--- config.mk ---
export PLATFORM = sky130hd
export DESIGN_NAME = structured_mesh_element_connectivity_top
export DESIGN_NICKNAME = d
export VERILOG_FILES = /design/src/rtl/smec_pkg.sv /design/src/rtl/smec_fifo.sv /design/src/rtl/smec_front.sv /design/src/rtl/smec_div.sv /design/src/rtl/smec_emit.sv /design/src/rtl/structured_mesh_element_connectivity_top.sv
export VERILOG_INCLUDE_DIRS = /design/src /design/src/rtl
export SDC_FILE = /design/constraint.sdc
export NUM_CORES = 1
export LEC_CHECK = 0
export ABC_AREA = 1
export BUFFER_PORTS_ARGS = -buffer_cell sky130_fd_sc_hd__buf_2
export CAP_MARGIN = 20
export CORE_MARGIN = 2
export CORE_UTILIZATION = 39
export DETAILED_ROUTE_END_ITERATION = 12
export GPL_ROUTABILITY_DRIVEN = 0
export PLACE_DENSITY_LB_ADDON = 0.3
export REMOVE_ABC_BUFFERS = 1
export SYNTH_ARGS = -nofsm -noshare
export SYNTH_HDL_FRONTEND = slang
export SYNTH_HIERARCHICAL = 1
export SYNTH_SLANG_ARGS = --single-unit
--- constraint.sdc ---
create_clock -name clk -period 9.8 [get_ports clk]
set_input_delay 0.98 -clock clk [delete_from_list [all_inputs] [get_ports clk]]
set_output_delay 0.98 -clock clk [all_outputs]
set_load 0.03 [all_outputs]
--- src/rtl/structured_mesh_element_connectivity_top_defines.svh ---
// Assertion macros for the structured mesh element connectivity block
`ifndef STRUCTURED_MESH_ELEMENT_CONNECTIVITY_TOP_DEFINES_SVH
`define STRUCTURED_MESH_ELEMENT_CONNECTIVITY_TOP_DEFINES_SVH

// same-cycle implication, sampled on clk, off while arst_n is low
`define SMEC_ASSERT_IMP(lbl, ante, cons, msg) \
	lbl: assert property (@(posedge clk) disable iff (!arst_n) (ante) |-> (cons)) \
		else $error(msg);

// next-cycle implication, sampled on clk, off while arst_n is low
`define SMEC_ASSERT_NEXT(lbl, ante, cons, msg) \
	lbl: assert property (@(posedge clk) disable iff (!arst_n) (ante) |=> (cons)) \
		else $error(msg);

`endif

--- src/rtl/smec_pkg.sv ---
// Shared types and constants for the mesh element connectivity block
`timescale 1ns / 1ps
package smec_pkg;

	localparam int CELL_W  = 16;
	localparam int SIDE_W  = 9;
	localparam int NODE_W  = 17;
	localparam int ELEM_W  = 18;
	localparam int COUNT_W = 18;
	localparam int NCNT_W  = 3;
	localparam int DIV_BITS = 4;
	localparam int QUEUE_DEPTH = 2;

	localparam logic KIND_LINE = 1'b0;
	localparam logic KIND_QUAD = 1'b1;

	localparam logic [2:0] ET_QUAD   = 3'd1;
	localparam logic [2:0] ET_DIAG_A = 3'd2;
	localparam logic [2:0] ET_DIAG_B = 3'd3;
	localparam logic [2:0] ET_CENTER = 3'd4;

	typedef enum logic [1:0] {
		REG_MESH_KIND     = 2'd0,
		REG_ELEMENT_TYPE  = 2'd1,
		REG_NODES_PER_ROW = 2'd2,
		REG_NODE_ROWS     = 2'd3
	} reg_idx_t;

	typedef struct packed {
		logic [CELL_W-1:0] idx;
		logic              oor;
	} job_t;

	typedef struct packed {
		logic [CELL_W-1:0] idx;
		logic              oor;
		logic [CELL_W-1:0] quo;
	} divres_t;

	typedef struct packed {
		logic               kind;
		logic [2:0]         etype;
		logic [SIDE_W-1:0]  npr;
		logic [COUNT_W-1:0] nn;
	} cfg_t;

endpackage

--- src/rtl/smec_fifo.sv ---
// Small register queue between the front and the back
`timescale 1ns / 1ps
module smec_fifo #(
	parameter int WIDTH = 17,
	parameter int DEPTH = 2
) (
	input  logic             clk,
	input  logic             arst_n,
	input  logic             wr_valid,
	output logic             wr_ready,
	input  logic [WIDTH-1:0] wr_data,
	output logic             rd_valid,
	input  logic             rd_ready,
	output logic [WIDTH-1:0] rd_data
);
	localparam int PW = $clog2(DEPTH);
	localparam int CW = $clog2(DEPTH + 1);

	logic [WIDTH-1:0] mem_q [DEPTH];
	logic [PW-1:0]    wptr_q;
	logic [PW-1:0]    rptr_q;
	logic [CW-1:0]    fill_q;
	logic             wr_fire;
	logic             rd_fire;

	assign wr_ready = fill_q != CW'(DEPTH);
	assign rd_valid = fill_q != '0;
	assign rd_data  = mem_q[rptr_q];
	assign wr_fire  = wr_valid && wr_ready;
	assign rd_fire  = rd_valid && rd_ready;

	always_ff @(posedge clk or negedge arst_n) begin
		if (!arst_n) begin
			wptr_q <= '0;
			rptr_q <= '0;
			fill_q <= '0;
		end else begin
			if (wr_fire) begin
				wptr_q <= wptr_q + PW'(1);
			end
			if (rd_fire) begin
				rptr_q <= rptr_q + PW'(1);
			end
			if (wr_fire && !rd_fire) begin
				fill_q <= fill_q + CW'(1);
			end else if (rd_fire && !wr_fire) begin
				fill_q <= fill_q - CW'(1);
			end
		end
	end

	always_ff @(posedge clk) begin
		if (wr_fire) begin
			mem_q[wptr_q] <= wr_data;
		end
	end

endmodule

--- src/rtl/smec_front.sv ---
// Input stage: take a cell index and flag it against the cell count
`timescale 1ns / 1ps
module smec_front (
	input  logic                           clk,
	input  logic                           arst_n,
	input  logic                           cell_valid,
	output logic                           cell_ready,
	input  logic [smec_pkg::CELL_W-1:0]    cell_index,
	input  logic [smec_pkg::COUNT_W-1:0]   count,
	output logic                           push_valid,
	input  logic                           push_ready,
	output smec_pkg::job_t                 push_data
);
	import smec_pkg::*;

	logic              valid_s1;
	logic [CELL_W-1:0] cell_s1;

	assign cell_ready     = !valid_s1 || push_ready;
	assign push_valid     = valid_s1;
	assign push_data.idx  = cell_s1;
	assign push_data.oor  = COUNT_W'(cell_s1) >= count;

	always_ff @(posedge clk or negedge arst_n) begin
		if (!arst_n) begin
			valid_s1 <= 1'b0;
		end else if (cell_valid && cell_ready) begin
			valid_s1 <= 1'b1;
		end else if (push_ready) begin
			valid_s1 <= 1'b0;
		end
	end

	always_ff @(posedge clk) begin
		if (cell_valid && cell_ready) begin
			cell_s1 <= cell_index;
		end
	end

endmodule

--- src/rtl/smec_div.sv ---
// Divider: index / cells per row, four quotient bits a cycle unless held
`timescale 1ns / 1ps
module smec_div (
	input  logic                          clk,
	input  logic                          arst_n,
	input  logic                          job_valid,
	output logic                          job_ready,
	input  smec_pkg::job_t                job,
	input  logic                          quad,
	input  logic [smec_pkg::SIDE_W-1:0]   divisor,
	output logic                          res_valid,
	input  logic                          res_ready,
	output smec_pkg::divres_t             res
);
	import smec_pkg::*;

	localparam int NSTEP = CELL_W / DIV_BITS;
	localparam int STEP_W = $clog2(NSTEP);
	localparam logic [STEP_W-1:0] LAST_STEP = STEP_W'(NSTEP - 1);

	logic              busy_q;
	logic              done_q;
	logic [STEP_W-1:0] step_q;
	logic [SIDE_W-1:0] rem_q;
	logic [CELL_W-1:0] quo_q;
	logic [CELL_W-1:0] cell_q;
	logic              oor_q;
	divres_t           res_q;
	logic [SIDE_W:0]   r_w;
	logic [CELL_W-1:0] d_w;
	logic              finish;
	logic              finish_ok;
	logic              job_fire;

	assign finish    = busy_q && (step_q == LAST_STEP);
	assign finish_ok = !done_q || res_ready;
	assign job_ready = !busy_q || (finish && finish_ok);
	assign job_fire  = job_valid && job_ready;
	assign res_valid = done_q;
	assign res       = res_q;

	always_comb begin
		r_w = {1'b0, rem_q};
		d_w = quo_q;
		for (int j = 0; j < DIV_BITS; j++) begin
			r_w = {r_w[SIDE_W-1:0], d_w[CELL_W-1]};
			d_w = {d_w[CELL_W-2:0], 1'b0};
			if (r_w >= {1'b0, divisor}) begin
				r_w = r_w - {1'b0, divisor};
				d_w[0] = 1'b1;
			end
		end
	end

	always_ff @(posedge clk or negedge arst_n) begin
		if (!arst_n) begin
			busy_q <= 1'b0;
			done_q <= 1'b0;
			step_q <= '0;
		end else begin
			if (finish && finish_ok) begin
				done_q <= 1'b1;
			end else if (res_ready) begin
				done_q <= 1'b0;
			end
			if (job_fire) begin
				busy_q <= 1'b1;
				step_q <= (quad && !job.oor) ? '0 : LAST_STEP;
			end else if (finish && finish_ok) begin
				busy_q <= 1'b0;
			end else if (busy_q && !finish) begin
				step_q <= step_q + STEP_W'(1);
			end
		end
	end

	always_ff @(posedge clk) begin
		if (job_fire) begin
			cell_q <= job.idx;
			oor_q  <= job.oor;
			rem_q  <= '0;
			quo_q  <= job.idx;
		end else if (busy_q && !finish) begin
			rem_q <= r_w[SIDE_W-1:0];
			quo_q <= d_w;
		end
		if (finish && finish_ok) begin
			res_q.idx  <= cell_q;
			res_q.oor  <= oor_q;
			res_q.quo  <= d_w;
		end
	end

endmodule

--- src/rtl/smec_emit.sv ---
// Element sequencer: node numbers per cell and one element per output item
`timescale 1ns / 1ps
module smec_emit (
	input  logic                          clk,
	input  logic                          arst_n,
	input  logic                          job_valid,
	output logic                          job_ready,
	input  smec_pkg::divres_t             job,
	input  smec_pkg::cfg_t                cfg,
	output logic                          elem_valid,
	input  logic                          elem_ready,
	output logic [smec_pkg::ELEM_W-1:0]   element_number,
	output logic [smec_pkg::NODE_W-1:0]   node_first,
	output logic [smec_pkg::NODE_W-1:0]   node_second,
	output logic [smec_pkg::NODE_W-1:0]   node_third,
	output logic [smec_pkg::NODE_W-1:0]   node_fourth,
	output logic [smec_pkg::NCNT_W-1:0]   node_count,
	output logic                          out_of_range,
	output logic                          last_of_cell
);
	import smec_pkg::*;

	logic              busy_q;
	logic [1:0]        k_q;
	logic [1:0]        n_q;
	logic              oor_q;
	logic [NODE_W-1:0] a_q, b_q, c_q, d_q, e_q;
	logic [ELEM_W-1:0] en0_q;
	logic              out_valid_q;

	logic [NODE_W-1:0] base_w, a_w, b_w, c_w, d_w, e_w, two_i, npr_w;
	logic [ELEM_W-1:0] en0_w;
	logic [1:0]        n_w;

	logic [ELEM_W-1:0] en_sel;
	logic [NODE_W-1:0] n1_sel, n2_sel, n3_sel, n4_sel;
	logic [NCNT_W-1:0] cnt_sel;

	logic load;
	logic last;
	logic take;

	assign load      = busy_q && (!out_valid_q || elem_ready);
	assign last      = k_q == n_q;
	assign job_ready = !busy_q || (load && last);
	assign take      = job_valid && job_ready;
	assign elem_valid = out_valid_q;

	always_comb begin
		base_w = NODE_W'(job.idx) + NODE_W'(job.quo);
		two_i  = {job.idx, 1'b0};
		npr_w  = NODE_W'(cfg.npr);
		e_w    = NODE_W'(cfg.nn + COUNT_W'(job.idx) + COUNT_W'(1));
		d_w    = base_w + npr_w + NODE_W'(1);
		c_w    = base_w + npr_w + NODE_W'(2);
		n_w    = 2'd0;
		en0_w  = ELEM_W'(job.idx) + ELEM_W'(1);
		if (cfg.kind == KIND_LINE) begin
			if (cfg.etype == ET_QUAD) begin
				a_w = NODE_W'(job.idx) + NODE_W'(1);
				b_w = NODE_W'(job.idx) + NODE_W'(2);
			end else begin
				a_w = two_i + NODE_W'(1);
				b_w = two_i + NODE_W'(2);
				c_w = two_i + NODE_W'(3);
			end
		end else begin
			a_w = base_w + NODE_W'(1);
			b_w = base_w + NODE_W'(2);
			case (cfg.etype)
				ET_DIAG_A, ET_DIAG_B: begin
					n_w   = 2'd1;
					en0_w = ELEM_W'(two_i) + ELEM_W'(1);
				end
				ET_CENTER: begin
					n_w   = 2'd3;
					en0_w = ELEM_W'({job.idx, 2'b00}) + ELEM_W'(1);
				end
				default: begin
					n_w = 2'd0;
				end
			endcase
		end
		if (job.oor) begin
			n_w = 2'd0;
		end
	end

	always_comb begin
		en_sel  = en0_q + ELEM_W'(k_q);
		n1_sel  = a_q;
		n2_sel  = b_q;
		n3_sel  = c_q;
		n4_sel  = '0;
		cnt_sel = NCNT_W'(3);
		if (oor_q) begin
			en_sel  = '0;
			n1_sel  = '0;
			n2_sel  = '0;
			n3_sel  = '0;
			cnt_sel = '0;
		end else if (cfg.kind == KIND_LINE) begin
			if (cfg.etype == ET_QUAD) begin
				n3_sel  = '0;
				cnt_sel = NCNT_W'(2);
			end
		end else begin
			case (cfg.etype)
				ET_QUAD: begin
					n4_sel  = d_q;
					cnt_sel = NCNT_W'(4);
				end
				ET_DIAG_A: begin
					if (k_q[0]) begin
						n2_sel = c_q;
						n3_sel = d_q;
					end
				end
				ET_DIAG_B: begin
					if (k_q[0]) begin
						n1_sel = b_q;
						n2_sel = c_q;
					end
					n3_sel = d_q;
				end
				default: begin
					n3_sel = e_q;
					case (k_q)
						2'd0: begin
							n1_sel = a_q;
							n2_sel = b_q;
						end
						2'd1: begin
							n1_sel = b_q;
							n2_sel = c_q;
						end
						2'd2: begin
							n1_sel = c_q;
							n2_sel = d_q;
						end
						default: begin
							n1_sel = d_q;
							n2_sel = a_q;
						end
					endcase
				end
			endcase
		end
	end

	always_ff @(posedge clk or negedge arst_n) begin
		if (!arst_n) begin
			busy_q      <= 1'b0;
			k_q         <= '0;
			out_valid_q <= 1'b0;
		end else begin
			if (take) begin
				busy_q <= 1'b1;
				k_q    <= '0;
			end else if (load) begin
				k_q <= k_q + 2'd1;
				if (last) begin
					busy_q <= 1'b0;
				end
			end
			if (load) begin
				out_valid_q <= 1'b1;
			end else if (elem_ready) begin
				out_valid_q <= 1'b0;
			end
		end
	end

	always_ff @(posedge clk) begin
		if (take) begin
			a_q   <= a_w;
			b_q   <= b_w;
			c_q   <= c_w;
			d_q   <= d_w;
			e_q   <= e_w;
			en0_q <= en0_w;
			n_q   <= n_w;
			oor_q <= job.oor;
		end
		if (load) begin
			element_number <= en_sel;
			node_first     <= n1_sel;
			node_second    <= n2_sel;
			node_third     <= n3_sel;
			node_fourth    <= n4_sel;
			node_count     <= cnt_sel;
			out_of_range   <= oor_q;
			last_of_cell   <= last;
		end
	end

endmodule

--- src/rtl/structured_mesh_element_connectivity_top.sv ---
// Throughput: a quad-grid cell occupies the 4-pass row divider, which takes no new cell before
// its last pass on it; line mode and out-of-range cells pass one per cycle while no quad-grid
// cell is in divider or emitter; elements leave one per cycle, each while elem_ready is high.
// Reset: arst_n clears handshake state and loads mesh_kind 1, element_type 1,
// nodes_per_row 2, node_rows 2; no clearing pass.
`timescale 1ns / 1ps
`include "structured_mesh_element_connectivity_top_defines.svh"
module structured_mesh_element_connectivity_top #(
	parameter int MAX_SIDE = 256
) (
	input  logic                          clk,
	input  logic                          arst_n,
	input  logic                          psel,
	input  logic                          penable,
	input  logic                          pwrite,
	input  logic [3:0]                    paddr,
	input  logic [31:0]                   pwdata,
	output logic [31:0]                   prdata,
	output logic                          pready,
	input  logic                          cell_valid,
	output logic                          cell_ready,
	input  logic [smec_pkg::CELL_W-1:0]   cell_index,
	output logic                          elem_valid,
	input  logic                          elem_ready,
	output logic [smec_pkg::ELEM_W-1:0]   element_number,
	output logic [smec_pkg::NODE_W-1:0]   node_first,
	output logic [smec_pkg::NODE_W-1:0]   node_second,
	output logic [smec_pkg::NODE_W-1:0]   node_third,
	output logic [smec_pkg::NODE_W-1:0]   node_fourth,
	output logic [smec_pkg::NCNT_W-1:0]   node_count,
	output logic                          out_of_range,
	output logic                          last_of_cell
);
	import smec_pkg::*;

	logic              mesh_kind_q;
	logic [2:0]        element_type_q;
	logic [SIDE_W-1:0] nodes_per_row_q;
	logic [SIDE_W-1:0] node_rows_q;
	logic [COUNT_W-1:0] count_q;
	logic [COUNT_W-1:0] nn_q;

	logic [SIDE_W-1:0]  npr_c, nr_c;
	logic [COUNT_W-1:0] count_d;
	logic               type_ok;
	reg_idx_t           reg_idx;
	logic               wr_fire;

	job_t    push_data;
	logic    push_valid, push_ready;
	job_t    q_data;
	logic    q_valid, q_ready;
	divres_t div_res;
	logic    div_valid, div_ready;
	cfg_t    cfg;

	assign pready  = 1'b1;
	assign reg_idx = reg_idx_t'(paddr[3:2]);
	assign wr_fire = psel && penable && pwrite && pready;

	always_ff @(posedge clk or negedge arst_n) begin
		if (!arst_n) begin
			mesh_kind_q     <= KIND_QUAD;
			element_type_q  <= ET_QUAD;
			nodes_per_row_q <= SIDE_W'(2);
			node_rows_q     <= SIDE_W'(2);
		end else if (wr_fire) begin
			case (reg_idx)
				REG_MESH_KIND:     mesh_kind_q     <= pwdata[0];
				REG_ELEMENT_TYPE:  element_type_q  <= pwdata[2:0];
				REG_NODES_PER_ROW: nodes_per_row_q <= pwdata[SIDE_W-1:0];
				REG_NODE_ROWS:     node_rows_q     <= pwdata[SIDE_W-1:0];
				default: begin
				end
			endcase
		end
	end

	always_comb begin
		case (reg_idx)
			REG_MESH_KIND:     prdata = 32'(mesh_kind_q);
			REG_ELEMENT_TYPE:  prdata = 32'(element_type_q);
			REG_NODES_PER_ROW: prdata = 32'(nodes_per_row_q);
			REG_NODE_ROWS:     prdata = 32'(node_rows_q);
			default:           prdata = '0;
		endcase
	end

	always_comb begin
		npr_c = (int'(nodes_per_row_q) > MAX_SIDE) ? SIDE_W'(MAX_SIDE) : nodes_per_row_q;
		nr_c  = (int'(node_rows_q) > MAX_SIDE) ? SIDE_W'(MAX_SIDE) : node_rows_q;
		type_ok = element_type_q inside {[ET_QUAD:ET_CENTER]};
		if (mesh_kind_q == KIND_QUAD) begin
			if (type_ok && npr_c >= SIDE_W'(2) && nr_c >= SIDE_W'(2)) begin
				count_d = COUNT_W'({9'b0, npr_c - SIDE_W'(1)} * {9'b0, nr_c - SIDE_W'(1)});
			end else begin
				count_d = '0;
			end
		end else begin
			count_d = (npr_c >= SIDE_W'(2)) ? COUNT_W'(npr_c - SIDE_W'(1)) : '0;
		end
	end

	always_ff @(posedge clk or negedge arst_n) begin
		if (!arst_n) begin
			count_q <= COUNT_W'(1);
			nn_q    <= COUNT_W'(4);
		end else begin
			count_q <= count_d;
			nn_q    <= COUNT_W'({9'b0, npr_c} * {9'b0, nr_c});
		end
	end

	assign cfg.kind  = mesh_kind_q;
	assign cfg.etype = element_type_q;
	assign cfg.npr   = npr_c;
	assign cfg.nn    = nn_q;

	smec_front u_front (
		.clk        (clk),
		.arst_n     (arst_n),
		.cell_valid (cell_valid),
		.cell_ready (cell_ready),
		.cell_index (cell_index),
		.count      (count_q),
		.push_valid (push_valid),
		.push_ready (push_ready),
		.push_data  (push_data)
	);

	smec_fifo #(
		.WIDTH ($bits(job_t)),
		.DEPTH (QUEUE_DEPTH)
	) u_queue (
		.clk      (clk),
		.arst_n   (arst_n),
		.wr_valid (push_valid),
		.wr_ready (push_ready),
		.wr_data  (push_data),
		.rd_valid (q_valid),
		.rd_ready (q_ready),
		.rd_data  (q_data)
	);

	smec_div u_div (
		.clk       (clk),
		.arst_n    (arst_n),
		.job_valid (q_valid),
		.job_ready (q_ready),
		.job       (q_data),
		.quad      (mesh_kind_q),
		.divisor   (npr_c - SIDE_W'(1)),
		.res_valid (div_valid),
		.res_ready (div_ready),
		.res       (div_res)
	);

	smec_emit u_emit (
		.clk            (clk),
		.arst_n         (arst_n),
		.job_valid      (div_valid),
		.job_ready      (div_ready),
		.job            (div_res),
		.cfg            (cfg),
		.elem_valid     (elem_valid),
		.elem_ready     (elem_ready),
		.element_number (element_number),
		.node_first     (node_first),
		.node_second    (node_second),
		.node_third     (node_third),
		.node_fourth    (node_fourth),
		.node_count     (node_count),
		.out_of_range   (out_of_range),
		.last_of_cell   (last_of_cell)
	);

	`SMEC_ASSERT_IMP(a_oor_empty, elem_valid && out_of_range, last_of_cell && node_count == 3'd0 && element_number == '0, "out-of-range item carries data")
	`SMEC_ASSERT_IMP(a_count_ok, elem_valid && !out_of_range, node_count == 3'd2 || node_count == 3'd3 || node_count == 3'd4, "bad node count")
	`SMEC_ASSERT_IMP(a_unused_zero, elem_valid && node_count != 3'd4, node_fourth == '0 && (node_count != 3'd2 || node_third == '0), "unused node field not zero")
	`SMEC_ASSERT_NEXT(a_cell_burst, elem_valid && elem_ready && !last_of_cell, elem_valid, "gap inside a cell's elements")

endmodule
-- Word-level counts from Yosys, hierarchy flattened
Memories as Yosys holds them, arrays and structs flattened.
Index checks and enable logic that the tools add are counted.
W data, S select, Z words.
- memories: 1
- flip-flop bits (word level): 358
- input port bits: 59
- RAM bits: 34
- eq/ne operators: 13
- $mul: 2
- add/subtract/negate cells: 30
- bitwise gates (word level): 2
- muxes and demuxes: 61
- order comparisons: 11
- reductions and logical operators: 52
- memories (memory ; depth ; bits a word ; rd ports ; clocked after Yosys merged registers in ; write ports ; RTL line ; RTL):
    u_queue.mem_q ; 2 ; 17 ; 1 ; 0 ; 1 ; smec_fifo.sv:19 ; logic [WIDTH-1:0] mem_q [DEPTH];
- operators with widths (operator ; count):
    $mux W17 ; 13
    $pmux W17 S3 ; 3
    $pmux W32 S4 ; 1
    $mux W18 ; 4
    $add A17 B1 Y17 const B ; 4
    $add A17 B2 Y17 const B ; 4
    $pmux W17 S2 ; 2
    $mux W9 ; 6
    $ge A10 B9 Y1 ; 4
    $pmux W18 S2 ; 1
    $sub A9 B9 Y9 ; 4
    $add A16 B1 Y17 const B ; 2
    $mux W16 ; 2
    $add A17 B1 Y18 const B ; 1
    $add A18 B1 Y18 const B ; 1
    $add A18 B2 Y18 ; 1
    $ge A16 B18 Y1 ; 1
    $ge A9 B2 Y1 const B ; 2
    $gt A9 B9 Y1 const B ; 2
    $mul A9 B9 Y18 ; 1
    $mux W1 ; 18
    $reduce_bool A2 Y1 ; 9
    $sub A9 B1 Y9 const B ; 2
    $add A16 B16 Y17 ; 1
    28 further kinds ; 82

-- Logic depth before layout (Yosys ltp)
- depth in word-level cells: 13
- mapped depth: 59
- gate-level depth less buffers: 58

-- Hierarchy
Netlist, hierarchy kept.
- modules (own cells, without submodules) (module ; sequential area each (µm²) ; area each (µm²) ; instances ; cells an instance):
    smec_emit ; 6015.8 ; 14162.3 ; 1 ; 1706
    structured_mesh_element_connectivity_top ; 1458.9 ; 8224.1 ; 1 ; 1048
    smec_div ; 2262.2 ; 4859.7 ; 1 ; 554
    smec_fifo ; 1121.1 ; 1520.2 ; 1 ; 117
    smec_front ; 505.5 ; 1051.0 ; 1 ; 111

-- Worst setup path after synthesis
No wires, ideal clock.
- path kind: register -> register
- start point: register nodes_per_row_q[8]
- end point: register u_div.quo_q[0] (data pin)
- arrival time: 7500 ps
- cell stages (with the launch flop): 52
- period minus slack after synthesis: 7768 ps
- required time: 9531 ps
- path slack: 2032 ps
- path through: dfrtp_1 inv_4 nand2_2 buf_1 ha_1 inv_1 nor2_1 xnor2_2 inv_1 ha_1 nand2_1 nor2_1 nand3_1 nand2_2 nor2_4 nand2_4 inv_2 buf_6 [... 16 more ...] a21oi_1 o21ai_1 a21oi_2 nand2_1 nor2_4 nand2_1 nand2_1 inv_1 ha_1 nand2_1 nand2_1 a31oi_1 nor2_1 nor3_1 o21a_1 inv_1 a21oi_4 a31oi_1
- longest elaborated chain between the ends: 13
- elaborated cells on any way between the ends: 16
- RTL lines (item ; RTL line ; RTL):
    start, declared ; structured_mesh_element_connectivity_top.sv:38 ; logic [SIDE_W-1:0] nodes_per_row_q;
    start signal, assigned ; structured_mesh_element_connectivity_top.sv:71 ; REG_NODES_PER_ROW: nodes_per_row_q <= pwdata[SIDE_W-1:0];
    $gt A9 B9 Y1 ; structured_mesh_element_connectivity_top.sv:90 ; npr_c = (int'(nodes_per_row_q) > MAX_SIDE) ? SIDE_W'(MAX_SIDE) : nodes_per_row_q;
    $mux W9 (*) ; structured_mesh_element_connectivity_top.sv:90 ;
    $sub A9 B1 Y9 (*) ; structured_mesh_element_connectivity_top.sv:152 ; .divisor (npr_c - SIDE_W'(1)),
    $sub A9 B9 Y9 / $ge A10 B9 Y1 (equally long branches) ; smec_div.sv:49, smec_div.sv:48 ;
    $mux W9 ; smec_div.sv:48 ; if (r_w >= {1'b0, divisor}) begin
    $sub A9 B9 Y9 / $ge A10 B9 Y1 (equally long branches) ; smec_div.sv:49, smec_div.sv:48 ;
    $mux W9 ; smec_div.sv:48 ;
    $sub A9 B9 Y9 / $ge A10 B9 Y1 (equally long branches) ; smec_div.sv:49, smec_div.sv:48 ;
    $mux W9 ; smec_div.sv:48 ;
    $ge A10 B9 Y1 (*) ; smec_div.sv:48 ;
    $mux W1 (*) ; smec_div.sv:48 ;
    $mux W16 (*) ; smec_div.sv:83 ; end else if (busy_q && !finish) begin
    $mux W16 (*) ; smec_div.sv:78 ; if (job_fire) begin
    end signal, assigned ; smec_div.sv:82 ; quo_q <= job.idx;
    end signal, assigned ; smec_div.sv:85 ; quo_q <= d_w;
    end, declared ; smec_div.sv:25 ; logic [CELL_W-1:0] quo_q;
Every way passes the cells marked *; elsewhere a longest branch is shown, timed or not. The select of a mux whose other input is x is not followed.
A chain may end at the register's enable or synchronous reset.

-- Worst setup path in the final report
- start point: register nodes_per_row_q[8]
- end point: register u_div.rem_q[2]
- longest elaborated chain between the ends: 11
- elaborated cells on any way between the ends: 15
- RTL lines (item ; RTL line ; RTL):
    $gt A9 B9 Y1 ; structured_mesh_element_connectivity_top.sv:90 ;
    $mux W9 (*) ; structured_mesh_element_connectivity_top.sv:90 ;
    $sub A9 B1 Y9 (*) ; structured_mesh_element_connectivity_top.sv:152 ;
    $sub A9 B9 Y9 / $ge A10 B9 Y1 (equally long branches) ; smec_div.sv:49, smec_div.sv:48 ;
    $mux W9 ; smec_div.sv:48 ;
    $sub A9 B9 Y9 / $ge A10 B9 Y1 (equally long branches) ; smec_div.sv:49, smec_div.sv:48 ;
    $mux W9 ; smec_div.sv:48 ;
    $ge A10 B9 Y1 / $sub A9 B9 Y9 (equally long branches) ; smec_div.sv:48, smec_div.sv:49 ;
    $mux W9 ; smec_div.sv:48 ;
    $sub A9 B9 Y9 / $ge A10 B9 Y1 (equally long branches) ; smec_div.sv:49, smec_div.sv:48 ;
    $mux W9 (*) ; smec_div.sv:48 ;
    end signal, assigned ; smec_div.sv:84 ; rem_q <= r_w[SIDE_W-1:0];
    end, declared ; smec_div.sv:24 ; logic [SIDE_W-1:0] rem_q;
Every way passes the cells marked *; elsewhere a longest branch is shown, timed or not.

==> impl_summary.txt <==
----------------------------------------------------
[Clock tree]
  Clock Pin Slew Worst Setup and Hold Paths ... 60 ps
  CTS tree ... yes
  Cell at the root of the clock tree ... clkbuf_16
  Clock latency at the later pin of the worst-skew pair ... 580 ps
  Clock buffers created by TritonCTS ... 46
  Clock sinks ... 392
  Buffer levels on the longest clock path ... 3
  Htree depth ... 2
  Number of gates resized after CTS ... 0
  Post-CTS setup repair buffer count ... 0
  Post-CTS Hold Fix Bufs ... 0

[Worst setup path]
  Peak fanout along the critical path ... 14
  Crit path launch ... nodes_per_row_q[8]$_DFFE_PN0P_
  Worst endpoint data arrival time ... 9040 ps
  CP max-delay cell ... xor2_2
  Worst reg2reg startpoint ... nodes_per_row_q[8]$_DFFE_PN0P_
  Crit. End Element ... flop
  Required time worst endpoint ... 10260 ps
  Most frequent CP cell ... nand2_1
  Startpoint kind of the worst setup timing path ... flop
  Worst setup path class ... reg2reg
  Stage delay of the slowest cell on the critical path ... 450 ps

[Timing]
  Final min period ... 8580 ps
  Max-slew headroom at the worst pin ... 30.3%
  Total setup violations reported at the end of the flow ... 0
  Post-route setup TNS ... 0 ps
  Number of hold violations in the final report ... 0
  Fmax ... 117 MHz
  Final Max Slew Viols ... 0
  Tightest Pin Transition ... 1040 ps
  Worst-case clock skew ... 20.4 ps
  RSZ-0062 raised after global routing ... no
  Final cycle utilization of the critical path ... 87.5%

[Global route]
  Wire length of the first global-routing pass ... 128000 um
  Largest net degree at the start of global routing ... 74
  Vias in the first global route ... 23000
  Global route total overflow ... 0
  Antenna violations before repair ... 0
  Overall routing resource usage ... 20.9%

[Layout]
  Antenna cell count ... 0
  Synth-to-layout area growth ... 11.1%
  Leading cell type in the layout, fill and taps excluded ... nand2_1
  Share of final-layout standard cells stronger than drive strength 1 ... 12.4%
  Final nets ... 4017
  Leading cell types in the layout, fill and taps excluded ... 850 x nand2_1, 513 x inv_1, 313 x edfxtp_1, 267 x nor2_1, 192 x o21ai_0

[Routing]
  Initial DRT Pass Iterations ... 6
  Drt wl/cell ... 17.6 um
  DR vias ... 24300
  Remaining number of nets flagged by the antenna check after routing ... 0
  Final Routed Wirelength ... 82400 um
  First DRT Iteration DRCs ... 2280
  Drt drc ... 0
  Routed via count divided by cell count ... 5.20

[Placed design]
  Number of port buffers ... 135
  Detailed Place HPWL ... 63800 um

[Worst hold path]
  Hold Path Class ... in2async

[Status]
  Status ... completed

[Synthesis]
  Synthesis warning total ... 6
  Post-Syn Area per Cell ... 8.44 um^2
  Syn Inst Count ... 3525
  Cell Area, Synth ... 29700 um^2

[Floorplanning]
  Io pins ... 185
  Core box area ... 75700 um^2
  Die height ... 280 um
  Num rows ... 101
  Die Span X ... 280 um
  Area enclosed by the die boundary ... 78500 um^2
  Initial cell density of the core ... 39.3%

[Job]
  Max capacitance violation total ... 0

----------------------------------------------------
## flip-flops by register name, summed over array words and instances, names as in the netlist, 17 cells and up
register	cells
u_emit/d_q	17
u_div/res	33
u_emit/node_second	17
u_queue/mem_q	34
u_emit/b_q	17
u_emit/node_fourth	17
count_q	18
u_emit/a_q	17
u_emit/c_q	17
u_emit/e_q	17
u_emit/en0_q	18
nn_q	17
u_emit/element_number	18
u_emit/node_third	17
u_emit/node_first	17
## layer usage
metal  vias up  wire [um]  global-route usage (%)  part of all wire (%)
li1      11900          -                       -                     -
met1     11400      35300                    27.8                    43
met2       902      38700                    34.6                    47
met3       170       5430                    2.83                   6.6
met4         0       2940                    7.57                   3.6
met5         -          0                       0                     0
## path summary, 6_finish.rpt
| check | end | cells after the start | slack [ps] |
|---|---|---|---|
| worst max-delay path | u_div/rem_q[2]$_SDFFE_PP0P_ | 51 | 1220 |
| worst min-delay path | count_q[6]$_DFF_PN0_ | 1 | 380 |
| worst max register to register | u_div/rem_q[2]$_SDFFE_PP0P_ | 51 | 1220 |
| worst min register to register | u_div/res[18]$_DFFE_PP_ | 0 | 410 |
| max in group asynchronous | nn_q[2]$_DFF_PN1_ | 2 | 8750 |
| min in group clk | u_div/res[18]$_DFFE_PP_ | 0 | 410 |
## per-stage QoR
stage          utilization, %  instance area, um^2  worst slack (ps)  cells  hold WS, ps
2_1_floorplan               -                29200              2180   3427          400
3_3_place_gp             41.7                31500              1380   4592          401
3_5_place_dp             41.7                31500              1330   4592          405
4_1_cts                  43.6                33000              1300   4677          413
5_1_grt                  43.6                33000               411   4678          390
6_report                 43.6                33000              1220   4678          379
## worst max-delay path: cells and delay by family, from the launching register on
kind                     cells  cell delay [ps]
buffers and inverters        9             1330
AND/OR/NAND/NOR             27             2870
AO/OA/AOI/OAI               10             2040
XOR/XNOR                     1              450
flip-flops                   1              400
adder cells (fa/ha/maj)      4             1360
## final cells by class
| cell class | instances | area [um^2] |
|---|---|---|
| well taps | 978 | 1220 |
| fillers | 7436 | 42700 |
| clock buffers | 59 | 1230 |
| inverters | 558 | 2120 |
| clock inverters | 26 | 256 |
| flip-flops and latches | 392 | 11300 |
| repair buffers | 188 | 1090 |
| multi-input cells | 2477 | 15800 |
Power is not shown: default switching activity piles up to over one toggle a cycle in this logic, so the estimate is an artifact.
